`config.mk`:
```
export PLATFORM = sky130hd
export DESIGN_NAME = ple_ram
export DESIGN_NICKNAME = d
export VERILOG_FILES = /design/src/hw/rtl/ple_ram.sv
export SDC_FILE = /design/constraint.sdc
export NUM_CORES = 1
export LEC_CHECK = 0
export ABC_AREA = 1
export BUFFER_PORTS_ARGS = -buffer_cell sky130_fd_sc_hd__buf_2
export CELL_PAD_IN_SITES_DETAIL_PLACEMENT = 1
export CELL_PAD_IN_SITES_GLOBAL_PLACEMENT = 2
export CORE_ASPECT_RATIO = 1.4
export CORE_MARGIN = 2
export CORE_UTILIZATION = 45
export CTS_CLUSTER_SIZE = 25
export DETAILED_ROUTE_END_ITERATION = 8
export PLACE_DENSITY_LB_ADDON = 0.05
export SLEW_MARGIN = 20
export SYNTH_ARGS = -nofsm -noshare
export SYNTH_HDL_FRONTEND = slang
export SYNTH_SLANG_ARGS = --single-unit
```
`constraint.sdc`:
```
create_clock -name clock -period 4.38 [get_ports clock]
set_clock_uncertainty 0.1 [all_clocks]
set_input_delay 0.876 -clock clock [delete_from_list [all_inputs] [get_ports clock]]
set_output_delay 0.876 -clock clock [all_outputs]
set_load 0.01 [all_outputs]
```
`src/hw/rtl/ple_ram.sv`:
```
// Generic single-write, single-read RAM with registered read data.
// No dependencies; contents are undefined until written.
module ple_ram #(
   parameter int WIDTH = 32,
   parameter int DEPTH = 16
) (
   input  logic                     clock,
   input  logic                     wr_en,
   input  logic [$clog2(DEPTH)-1:0] wr_addr,
   input  logic [WIDTH-1:0]         wr_data,
   input  logic [$clog2(DEPTH)-1:0] rd_addr,
   output logic [WIDTH-1:0]         rd_data
);

   logic [WIDTH-1:0] mem_ff [DEPTH];
   logic [WIDTH-1:0] rd_data_ff;

   always_ff @(posedge clock) begin
      if (wr_en) begin
         mem_ff[wr_addr] <= wr_data;
      end
      rd_data_ff <= mem_ff[rd_addr];
   end

   assign rd_data = rd_data_ff;

endmodule
```
# Yosys cells after proc, flatten, opt, wreduce, memory -nomap -nowiden
# Memory sizes are Yosys's and may differ from the RTL's. A register that Yosys moved wholly into a read port is not among the register bits.
# Index checks and enable logic that the tools add are counted.
dict set report word_totals {
  ff_bits 0
  latchBits 0
  mem_bits_rw 512
  rom_bits 0
  in_bits 42
  out_inout_bits 32
  wordCells 3
  memories 1
}
dict set report classes {
  n_addsub 0
  multipliers 0
  div_mod_pow 0
  n_lt_le_gt_ge 0
  n_eq_ne 0
  shift 0
  n_mux 2
  n_bitwise 0
  reduce_logical 0
}
# memory depth word_bits read_ports rd_ports_with_merged_regs wr line_no
set mem_list {}
lappend mem_list {mem_ff 16 32 1 1 1 15} ;# logic [WIDTH-1:0] mem_ff [DEPTH];
# cell n
set op_table {}
lappend op_table {{1-bit two-way mux} 2}

# Longest topological paths before layout
# Gate-level depths: netlist of the first run.
dict set report logic_depth {
  depth_word 2
  ltp_mapped 10
  depth_no_buf 7
}

# Worst setup path after synthesis of the first run
# Ideal clock, no wire load.
dict set report synth_timing {
  kind {input-to-reg}
  from {input wr_addr[2]}
  to {memory mem_ff[10][0], enable pin}
  setup_time_ns 0.421
  t_arrival_ns 2.448
  t_required_ns 3.859
  setup_slack_ns 1.411
  cell_stages 2
  path_buffers 0
  cell_sequence {nand3b_1 -> nor2_1}
}
# item line_no
set synth_rtl {}
lappend synth_rtl {{start: declaration} 9} ;# input logic [$clog2(DEPTH)-1:0] wr_addr,
lappend synth_rtl {{end: declaration} 15}
# No word-level cell before the write port.

==> flow_summary.ini, run 1 <==
[worst_setup_path]
critical_path.max_stage_delay_ns = 0.61
worstPathBufferInverterCount = 3
setup.worst_path.class = input pin to flop
cp_max_fo = 108
crit_path_end_kind = flop
rr_worst_depth = 6
worstPathRequired_ns = 4.81
rr_endpoint = rd_data[3]$_DFF_P_
rr_startpoint = mem_ff[3][3]$_DFFE_PP_
cp_slowest_cell = sky130_fd_sc_hd__inv_8
cpLargestDelayFamily = buffers and inverters
worstSetupStartpointType = input pin
reg2reg_setup_slack_ns = 3.21
crit_path_cell_chain = clkbuf_8 > inv_8 > buf_4 > nand2_1 > nand2_1 > nand2_1 > nand3_1 > nand3_1 > nand2_1
worst_ep_arrival_time_ns = 2.81
critPathMostFrequentCell = sky130_fd_sc_hd__nand2_1

[yosys]
netlist.area_leader.share_pct = 67.64
postSynthAreaPerCell_um2 = 10.72
syn_inst = 2120
register_bit_total_from_synthesis = 544
yosysSeqAreaShare_pct = 70.46
top_cells_by_instance_count_after_synthesis = 677 x sky130_fd_sc_hd__nand2_1, 512 x sky130_fd_sc_hd__edfxtp_1, 388 x sky130_fd_sc_hd__inv_1
synth.net_count = 2162
post-synth-top-area-cell = sky130_fd_sc_hd__edfxtp_1
ys_dominant_reg_cell = sky130_fd_sc_hd__edfxtp_1
yosysMostFrequentCell = sky130_fd_sc_hd__nand2_1
yosys_warnings = 0
post_synth_num_cell_types = 15
post_synth_instance_area_um2 = 22730
edff_count_synth = 512
async_flop_share_pct = 0
dominant_cells_by_area_after_synthesis = sky130_fd_sc_hd__edfxtp_1 68%, sky130_fd_sc_hd__nand2_1 11%, sky130_fd_sc_hd__nand3_1 8.5%

[pwr]
power.share.sequential_pct = 52.5
vdd_ir_drop_max_uv = 305.8
cellPowerDensity_nw_per_um2 = 438.5
clockPowerShare_pct = 41.4
internal-power_uw = 8670
p_switching_uw = 2494
switching_share_of_total_power_pct = 22.34
power_leakage_uw = 0.01084
combPwrFrac_pct = 6.2

[global_routing]
number_of_global_route_vias_before_repair = 15810
global_route.peak_usage_layer = met2
grt_first_pass_wirelength_um = 95050
met3_usage_pct = 3.259
grtUsageMet2_pct = 43.77
global_route.usage.total_pct = 24.15
grt_max_degree = 153
grt_antenna_before_repair = 2
grt_util_met1_pct = 30.34
global_route.overflow_total = 0

[drt]
drt_first_iter_violations = 807
avgViaCountPerCell = 5.185
route.detailed.drc = 0
detail-route-antenna-nets = 0
wl_per_cell_um = 21.72
num_vias = 14860
routed_wirelength_um = 62260
drt-pass1-iter-count = 5

[timing]
fmax_mhz = 421.0
setup_tns_ns = 0
maxSlewHeadroom_pct = 26.09
hold_violations_final = 0
rsz0062_at_grt = no
final.min_clock_period_ns = 2.375
worstMarginPinSlew_ns = 1.107
timing.final.max_slew_violations = 0
setup_viol_count_final = 0
layout_worst_path_cycle_share_pct = 54.23

[final_layout]
ff_latch_area_um2 = 16020
multi_input_combinational_cell_area_um2 = 4667
drive_above_1_share_pct = 9.267
flow.area_growth_from_synthesis_pct = 12.02
final_antenna_diode_count = 0
fillerInstances = 5378
layout.core_utilization_pct = 50.92
nNetsFinal = 2221

[die]
die_w_um = 193.9
fp.dieH_um = 269.9
floorplan.initialDensity_pct = 45.46
num_ports = 74
die_area_um2 = 52350
num_rows = 97
placeableCoreArea_um2 = 50000

[worst_hold_path]
whs_endpoint = mem_ff[14][12]$_DFFE_PP_
worst_min_path_start = wr_data[12]
hold_path_depth = 1
worstHoldPathType = input pin to flop

[clock_network]
clkSinkCount = 544
insertion_delay_ns = 0.61
post_cts_resize_count = 0
num_cts_buffers = 54
cts.hold.buffers_added = 0
tritoncts = done
ctsLongestPathBuffers = 3
clk_pin_slew_worst_paths_ns = 0.06
postCtsSetupBuffers = 0
htree_levels = 2
cts_root_buffer = sky130_fd_sc_hd__clkbuf_16

[run]
drv_cap = 0

[placement]
port-buffer-count = 73
detailed_place_hpwl_um = 32160
routabilityCongestion = 0.7214

[status]
status = finished, final reports clean
-- cells by family (layout without fill, tap and decap cells) --
group	Yosys count	count (layout)	share of synthesized area [%]
buf+inv	495	598	9.539
flops	544	544	70.46
simple gates	1081	1081	20.00
-- power by group through the flow --
stage	clock, µW	combinational, µW	sequential [µW]
2_1_floorplan	0	397	5980
3_3_place_gp	0	684	5960
3_5_place_dp	0	699	5970
4_1_cts	4720	702	5860
5_1_grt	4890	773	5860
6_report	4620	687	5860
-- state kept, by name (all words and copies together) (netlist names) --
signal and count:
rd_data 32, mem_ff 512
-- through the flow --
stage	worst slack [ns]	instances	power, µW	hold slack [ns]	instance area [µm²]
2_1_floorplan	1.411	2120	6372	0.5074	22730
3_3_place_gp	1.422	2766	6646	0.5383	23700
3_5_place_dp	1.404	2766	6667	0.5437	23700
4_1_cts	2.038	2866	11280	0.5048	25460
5_1_grt	1.862	2866	11530	0.5324	25460
6_report	2.005	2866	11160	0.5457	25460
-- cells in the final DEF (no fill, tap or decap) --
cell	n
sky130_fd_sc_hd__edfxtp_1	512
sky130_fd_sc_hd__buf_4	29
sky130_fd_sc_hd__clkbuf_8	12
sky130_fd_sc_hd__nor2_4	16
sky130_fd_sc_hd__clkbuf_16	57
sky130_fd_sc_hd__bufinv_16	2
sky130_fd_sc_hd__inv_4	1
sky130_fd_sc_hd__clkinv_1	8
sky130_fd_sc_hd__nand3_1	385
sky130_fd_sc_hd__dfxtp_1	32
sky130_fd_sc_hd__clkbuf_1	14
sky130_fd_sc_hd__buf_12	8
sky130_fd_sc_hd__nand2_1	677
sky130_fd_sc_hd__inv_8	1
sky130_fd_sc_hd__inv_2	2
sky130_fd_sc_hd__inv_1	386
sky130_fd_sc_hd__nand3b_1	2
sky130_fd_sc_hd__clkinv_2	8
sky130_fd_sc_hd__nor2_1	1
sky130_fd_sc_hd__buf_2	70
-- worst max path at each step --
stage / startpoint / endpoint / cells past startpoint
after global placement: rd_addr[0] / rd_data[31]$_DFF_P_ / 8
after global routing: rd_addr[0] / rd_data[28]$_DFF_P_ / 9
after floorplan: wr_addr[2] / mem_ff[10][0]$_DFFE_PP_ / 2
after CTS: rd_addr[0] / rd_data[28]$_DFF_P_ / 9
after detailed placement: rd_addr[0] / rd_data[28]$_DFF_P_ / 9
final: rd_addr[0] / rd_data[28]$_DFF_P_ / 9
-- cell type report --
cell class,instances,share of cell area (%)
Multi-Input combinational cell,1081,18.33
Tap cell,643,3.160
Clock buffer,82,6.403
Inverter,390,5.788
Clock inverter,18,0.5110
Sequential cell,544,62.90
Timing Repair Buffer,108,2.914
-- layer usage --
metal | vias to the layer above | share of wire [%]
met1 | 7551 | 42
met4 | 2 | 2.4
met5 | - | 0.021
met3 | 86 | 3.6
met2 | 270 | 52
li1 | 6952 | -
Power figures use the tool's default switching activity.
==> run 2, diff against run 1 <==
--- a/config.mk
+++ b/config.mk
@@ -11,7 +11,7 @@
 export CELL_PAD_IN_SITES_GLOBAL_PLACEMENT = 2
 export CORE_ASPECT_RATIO = 1.4
 export CORE_MARGIN = 2
-export CORE_UTILIZATION = 45
+export CORE_UTILIZATION = 42
 export CTS_CLUSTER_SIZE = 25
 export DETAILED_ROUTE_END_ITERATION = 8
 export PLACE_DENSITY_LB_ADDON = 0.05
==> constraint.sdc (replaced) <==
create_clock -name clock -period 2.3 [get_ports clock]
set_clock_uncertainty 0.1 [all_clocks]
set_input_delay 0.46 -clock clock [delete_from_list [all_inputs] [get_ports clock]]
set_output_delay 0.46 -clock clock [all_outputs]
set_load 0.01 [all_outputs]
==> run 2 against run 1 <==
  * Final cell count rose by 3.2%
  * Sequential power rose by 91%
  * Flip-flop and latch count did not move
  * Critical endpoint is now rd_data[8]
==> flow_summary.ini, run 2 (synthesized netlist as in run 1, its figures left out) <==
[final_layout]
final_antenna_diode_count = 0
final_cell_mix = 677 x sky130_fd_sc_hd__nand2_1, 512 x sky130_fd_sc_hd__edfxtp_1, 386 x sky130_fd_sc_hd__inv_1
largest_register_ff_count = 512
nNetsFinal = 2245
most_common_cell_after_layout_fill_and_taps_aside = sky130_fd_sc_hd__nand2_1
largest-register = mem_ff
drive_above_1_share_pct = 9.982
flow.area_growth_from_synthesis_pct = 14.38
layout.core_utilization_pct = 48.78

[placement]
port-buffer-count = 73
detailed_place_hpwl_um = 37280
place_worst_setup_slack_ns = 0.3278
routabilityCongestion = 0.7444

[die]
floorplan.initialDensity_pct = 42.65
placeableCoreArea_um2 = 53300
die_area_um2 = 56020
num_ports = 74
fp.dieH_um = 279.3
num_rows = 100
die_w_um = 200.6

[clock_network]
ctsLongestPathBuffers = 3
insertion_delay_ns = 0.60
cts_root_buffer = sky130_fd_sc_hd__clkbuf_16
cts.hold.buffers_added = 0
clk_pin_slew_worst_paths_ns = 0.06
postCtsSetupBuffers = 0
tritoncts = done
num_cts_buffers = 53
htree_levels = 2
post_cts_resize_count = 0
clkSinkCount = 544

[worst_setup_path]
cp_max_fo = 1
critPathCapture = rd_data[8]
startpoint = rd_data[8]$_DFF_P_
critical_path.max_stage_delay_ns = 0.44
rr_worst_depth = 6
worstSetupStartpointType = flop
reg2reg_setup_slack_ns = 1.12
worstPathRequired_ns = 1.74
worst_ep_arrival_time_ns = 1.21
cp_slowest_cell = sky130_fd_sc_hd__dfxtp_1
setup.worst_path.class = flop to primary output
rr_endpoint = rd_data[15]$_DFF_P_
worstPathBufferInverterCount = 1
path_depth = 1
cpLargestDelayFamily = flip-flops
crit_path_end_kind = primary output
crit_path_cell_chain = buf_2
rr_startpoint = mem_ff[9][15]$_DFFE_PP_

[global_routing]
global_route.usage.total_pct = 23.47
global_route.overflow_total = 0
grt_antenna_before_repair = 1
grt_max_degree = 79
grt_first_pass_wirelength_um = 98120
number_of_global_route_vias_before_repair = 15900

[pwr]
power_leakage_uw = 0.01101
finalPower_uw = 21060
cellPowerDensity_nw_per_um2 = 809.9
vdd_ir_drop_max_uv = 608.2

[timing]
hold_ws_ns = 0.1539
maxSlewHeadroom_pct = 53.42
rsz0062_at_grt = no
final.min_clock_period_ns = 1.773
setup_viol_count_final = 0
layout_worst_path_cycle_share_pct = 77.07
fmax_mhz = 564.2
setup_tns_ns = 0
hold_violations_final = 0
final.setup.worst_slack_ns = 0.5274
worstMarginPinSlew_ns = 0.6987
timing.final.max_slew_violations = 0

[drt]
routed_wirelength_um = 64570
num_vias = 14860
wl_per_cell_um = 21.83
avgViaCountPerCell = 5.024
route.detailed.drc = 0
drt-pass1-iter-count = 6
drt_first_iter_violations = 704
detail-route-antenna-nets = 0

[status]
status = finished, final reports clean

[worst_hold_path]
hold_path_depth = 1
worstHoldPathType = input pin to flop

[run]
drv_cap = 0
run 2: worst min path at each step:
stage,from,end
after detailed placement,mem_ff[10][2]$_DFFE_PP_,rd_data[2]$_DFF_P_
after floorplan,wr_data[0],mem_ff[0][0]$_DFFE_PP_
after global placement,mem_ff[6][2]$_DFFE_PP_,rd_data[2]$_DFF_P_
after CTS,wr_data[1],mem_ff[14][1]$_DFFE_PP_
final,wr_data[17],mem_ff[8][17]$_DFFE_PP_
after global routing,wr_data[6],mem_ff[0][6]$_DFFE_PP_
run 2: where the power goes:
| part | switching, µW | leakage [µW] | internal (µW) |
|---|---|---|---|
| clock network | 3700 | 0.000800 | 4740 |
| registers | 78.4 | 0.00490 | 11100 |
| logic | 1030 | 0.00531 | 427 |
| total | 4810 | 0.0110 | 16200 |
run 2: routing by layer:
layer,track usage [%],vias up,routed length (µm)
li1,-,7003,-
met1,28.01,7523,26710
met2,43.10,220,33690
met3,3.116,112,1761
met4,8.756,2,2407
met5,0,-,11
run 2: final cells by class:
| type | count | area (µm²) |
|---|---|---|
| fillers | 5793 | 27300 |
| flip-flops and latches | 544 | 16020 |
| multi-input cells | 1081 | 4667 |
| inverters | 390 | 1475 |
| clock buffers | 72 | 1458 |
| repair buffers | 133 | 1305 |
| well taps | 714 | 893.4 |
| clock inverters | 24 | 185.2 |
run 2: through the flow:
| step | area (µm²) | cells |
|---|---|---|
| 2_1_floorplan | 22750 | 2120 |
| 3_3_place_gp | 24360 | 2862 |
| 3_5_place_dp | 24360 | 2862 |
| 4_1_cts | 26000 | 2958 |
| 5_1_grt | 26000 | 2958 |
| 6_report | 26000 | 2958 |
==> run 3, diff against run 2 <==
--- a/config.mk
+++ b/config.mk
@@ -5,13 +5,13 @@
 export SDC_FILE = /design/constraint.sdc
 export NUM_CORES = 1
 export LEC_CHECK = 0
-export ABC_AREA = 1
+export ABC_AREA = 0
 export BUFFER_PORTS_ARGS = -buffer_cell sky130_fd_sc_hd__buf_2
 export CELL_PAD_IN_SITES_DETAIL_PLACEMENT = 1
 export CELL_PAD_IN_SITES_GLOBAL_PLACEMENT = 2
 export CORE_ASPECT_RATIO = 1.4
 export CORE_MARGIN = 2
-export CORE_UTILIZATION = 42
+export CORE_UTILIZATION = 45
 export CTS_CLUSTER_SIZE = 25
 export DETAILED_ROUTE_END_ITERATION = 8
 export PLACE_DENSITY_LB_ADDON = 0.05
==> constraint.sdc (replaced) <==
create_clock -name clock -period 1.6 [get_ports clock]
set_clock_uncertainty 0.1 [all_clocks]
set_input_delay 0.32 -clock clock [delete_from_list [all_inputs] [get_ports clock]]
set_output_delay 0.32 -clock clock [all_outputs]
set_load 0.01 [all_outputs]
==> run 3 against run 2 <==
  * Hold slack worse by 0.13 ns
  * Non-clock buffer count grew 37
  * Register-to-register slack worse by 0.93 ns
  * Largest cell class unchanged
  * Highest routed layer unchanged
==> flow_summary.ini, run 3 <==
[worst_setup_path]
cp_max_fo = 1
crit_path_cell_chain = buf_2
worstPathRequired_ns = 1.18
worstPathBufferInverterCount = 1
cp_slowest_cell = sky130_fd_sc_hd__dfxtp_1
worstSetupStartpointType = flop
worst_ep_arrival_time_ns = 1.11
crit_path_end_kind = primary output
setup.worst_path.class = flop to primary output
cpLargestDelayFamily = flip-flops
critical_path.max_stage_delay_ns = 0.38

[yosys]
netlist.area_leader.share_pct = 77.44
async_flop_share_pct = 0
synth.net_count = 880
yosys_warnings = 0
top_cells_by_instance_count_after_synthesis = 512 x sky130_fd_sc_hd__edfxtp_1, 128 x sky130_fd_sc_hd__mux4_2, 64 x sky130_fd_sc_hd__a22oi_1
register_bit_total_from_synthesis = 544
syn_inst = 838
yosysSeqAreaShare_pct = 80.67
post_synth_num_cell_types = 18
postSynthAreaPerCell_um2 = 23.69
post-synth-top-area-cell = sky130_fd_sc_hd__edfxtp_1
yosysMostFrequentCell = sky130_fd_sc_hd__edfxtp_1
edff_count_synth = 512
dominant_cells_by_area_after_synthesis = sky130_fd_sc_hd__edfxtp_1 77%, sky130_fd_sc_hd__mux4_2 15%, sky130_fd_sc_hd__dfxtp_1 3.2%
ys_dominant_reg_cell = sky130_fd_sc_hd__edfxtp_1
post_synth_instance_area_um2 = 19850

[timing]
rsz0062_at_grt = no
worstMarginPinSlew_ns = 0.8104
setup_tns_ns = 0
maxSlewHeadroom_pct = 45.86
final.min_clock_period_ns = 1.527
timing.final.max_slew_violations = 0
final.setup.worst_slack_ns = 0.07292
hold_violations_final = 0
hold_ws_ns = 0.02372
layout_worst_path_cycle_share_pct = 95.44
fmax_mhz = 654.8
setup_viol_count_final = 0

[final_layout]
final_cell_mix = 512 x sky130_fd_sc_hd__edfxtp_1, 128 x sky130_fd_sc_hd__mux4_2, 71 x sky130_fd_sc_hd__buf_2
fillerInstances = 3728
most_common_cell_after_layout_fill_and_taps_aside = sky130_fd_sc_hd__edfxtp_1
nNetsFinal = 1060
final_cell_area_um2 = 23740
largest_register_ff_count = 512
drive_above_1_share_pct = 36.42
flow.area_growth_from_synthesis_pct = 19.57
final_antenna_diode_count = 0
largest-register = mem_ff

[drt]
wl_per_cell_um = 28.31
num_vias = 9293
drt_first_iter_violations = 824
detail-route-antenna-nets = 0
drt-pass1-iter-count = 5
route.detailed.drc = 0
avgViaCountPerCell = 5.744
routed_wirelength_um = 45810

[status]
status = finished, final reports clean

[clock_network]
htree_levels = 2
clkSinkCount = 544
num_cts_buffers = 51
post_cts_resize_count = 0
clk_pin_slew_worst_paths_ns = 0.06
cts_root_buffer = sky130_fd_sc_hd__clkbuf_16
tritoncts = done
ctsLongestPathBuffers = 3
insertion_delay_ns = 0.57

[global_routing]
global_route.peak_usage_layer = met2
grtUsageMet2_pct = 34.71
grt_util_met1_pct = 28.59
grt_first_pass_wirelength_um = 68260
global_route.usage.total_pct = 20.72
grt_antenna_before_repair = 1
met3_usage_pct = 3.386
global_route.overflow_total = 0
grt_max_degree = 33
number_of_global_route_vias_before_repair = 10150

[die]
num_rows = 91
die_w_um = 181.5
placeableCoreArea_um2 = 43840
num_ports = 74
die_area_um2 = 45840
floorplan.initialDensity_pct = 45.29
fp.dieH_um = 252.5

[placement]
place_worst_setup_slack_ns = -0.3592
routabilityCongestion = 0.7157
detailed_place_hpwl_um = 26260
postPlaceCellArea_um2 = 21970
port-buffer-count = 73

[pwr]
finalPower_uw = 29600
cellPowerDensity_nw_per_um2 = 1247
power_leakage_uw = 0.007783
vdd_ir_drop_max_uv = 1243

[run]
drv_cap = 0

[worst_hold_path]
worstHoldPathType = input pin to flop
-- run 3: worst paths after layout --
| check | to | slack [ns] | cells past startpoint | startpoint |
|---|---|---|---|---|
| worst min-delay path | mem_ff[6][18]$_DFFE_PP_ | 0.02 | 1 | wr_data[18] |
| worst max register to register | rd_data[18]$_DFF_P_ | 0.19 | 3 | mem_ff[9][18]$_DFFE_PP_ |
| worst min register to register | rd_data[19]$_DFF_P_ | 0.57 | 3 | mem_ff[15][19]$_DFFE_PP_ |
| worst max-delay path | rd_data[19] | 0.07 | 1 | rd_data[19]$_DFF_P_ |
-- run 3: logic make-up after synthesis --
group	after synthesis	share of synthesized area, %
multiplexers	128	14.52
AO/OA/AOI/OAI	64	2.420
flip-flops	544	80.67
buffers and inverters	43	1.122
AND/OR/NAND/NOR	59	1.273
-- run 3: per-stage QoR --
stage          std cells  utilization [%]
4_1_cts             1618            54.16
3_3_place_gp        1511            50.12
6_report            1618            54.16
3_5_place_dp        1511            50.12
2_1_floorplan        838                -
5_1_grt             1618            54.16
-- run 3: layout make-up --
cell class              instances  area, µm²  share of cell area [%]
clock buffers                  73       1471                   6.198
clock inverters                22      177.7                  0.7484
multi-input cells             251       3805                   16.03
flip-flops and latches        544      16020                   67.46
well taps                     558      698.2                   2.941
repair buffers                170       1573                   6.625
-- run 3: repair_timing --
action                                 CTS  global route
hold buffers                            12             0
setup buffers                            0             0
endpoints found under the hold margin   82             0
-- run 3: where the power goes --
| group | total (µW) | switching (µW) | internal [µW] |
|---|---|---|---|
| Clock | 11900 | 5090 | 6860 |
| Combinational | 1620 | 887 | 733 |
| Sequential | 16000 | 102 | 15900 |
| Total | 29600 | 6080 | 23500 |
-- run 3: layer usage --
layer	vias to the layer above	wire, µm
met5	-	16
met3	73	2057
li1	3942	-
met2	226	23040
met4	2	1001
met1	5050	19690
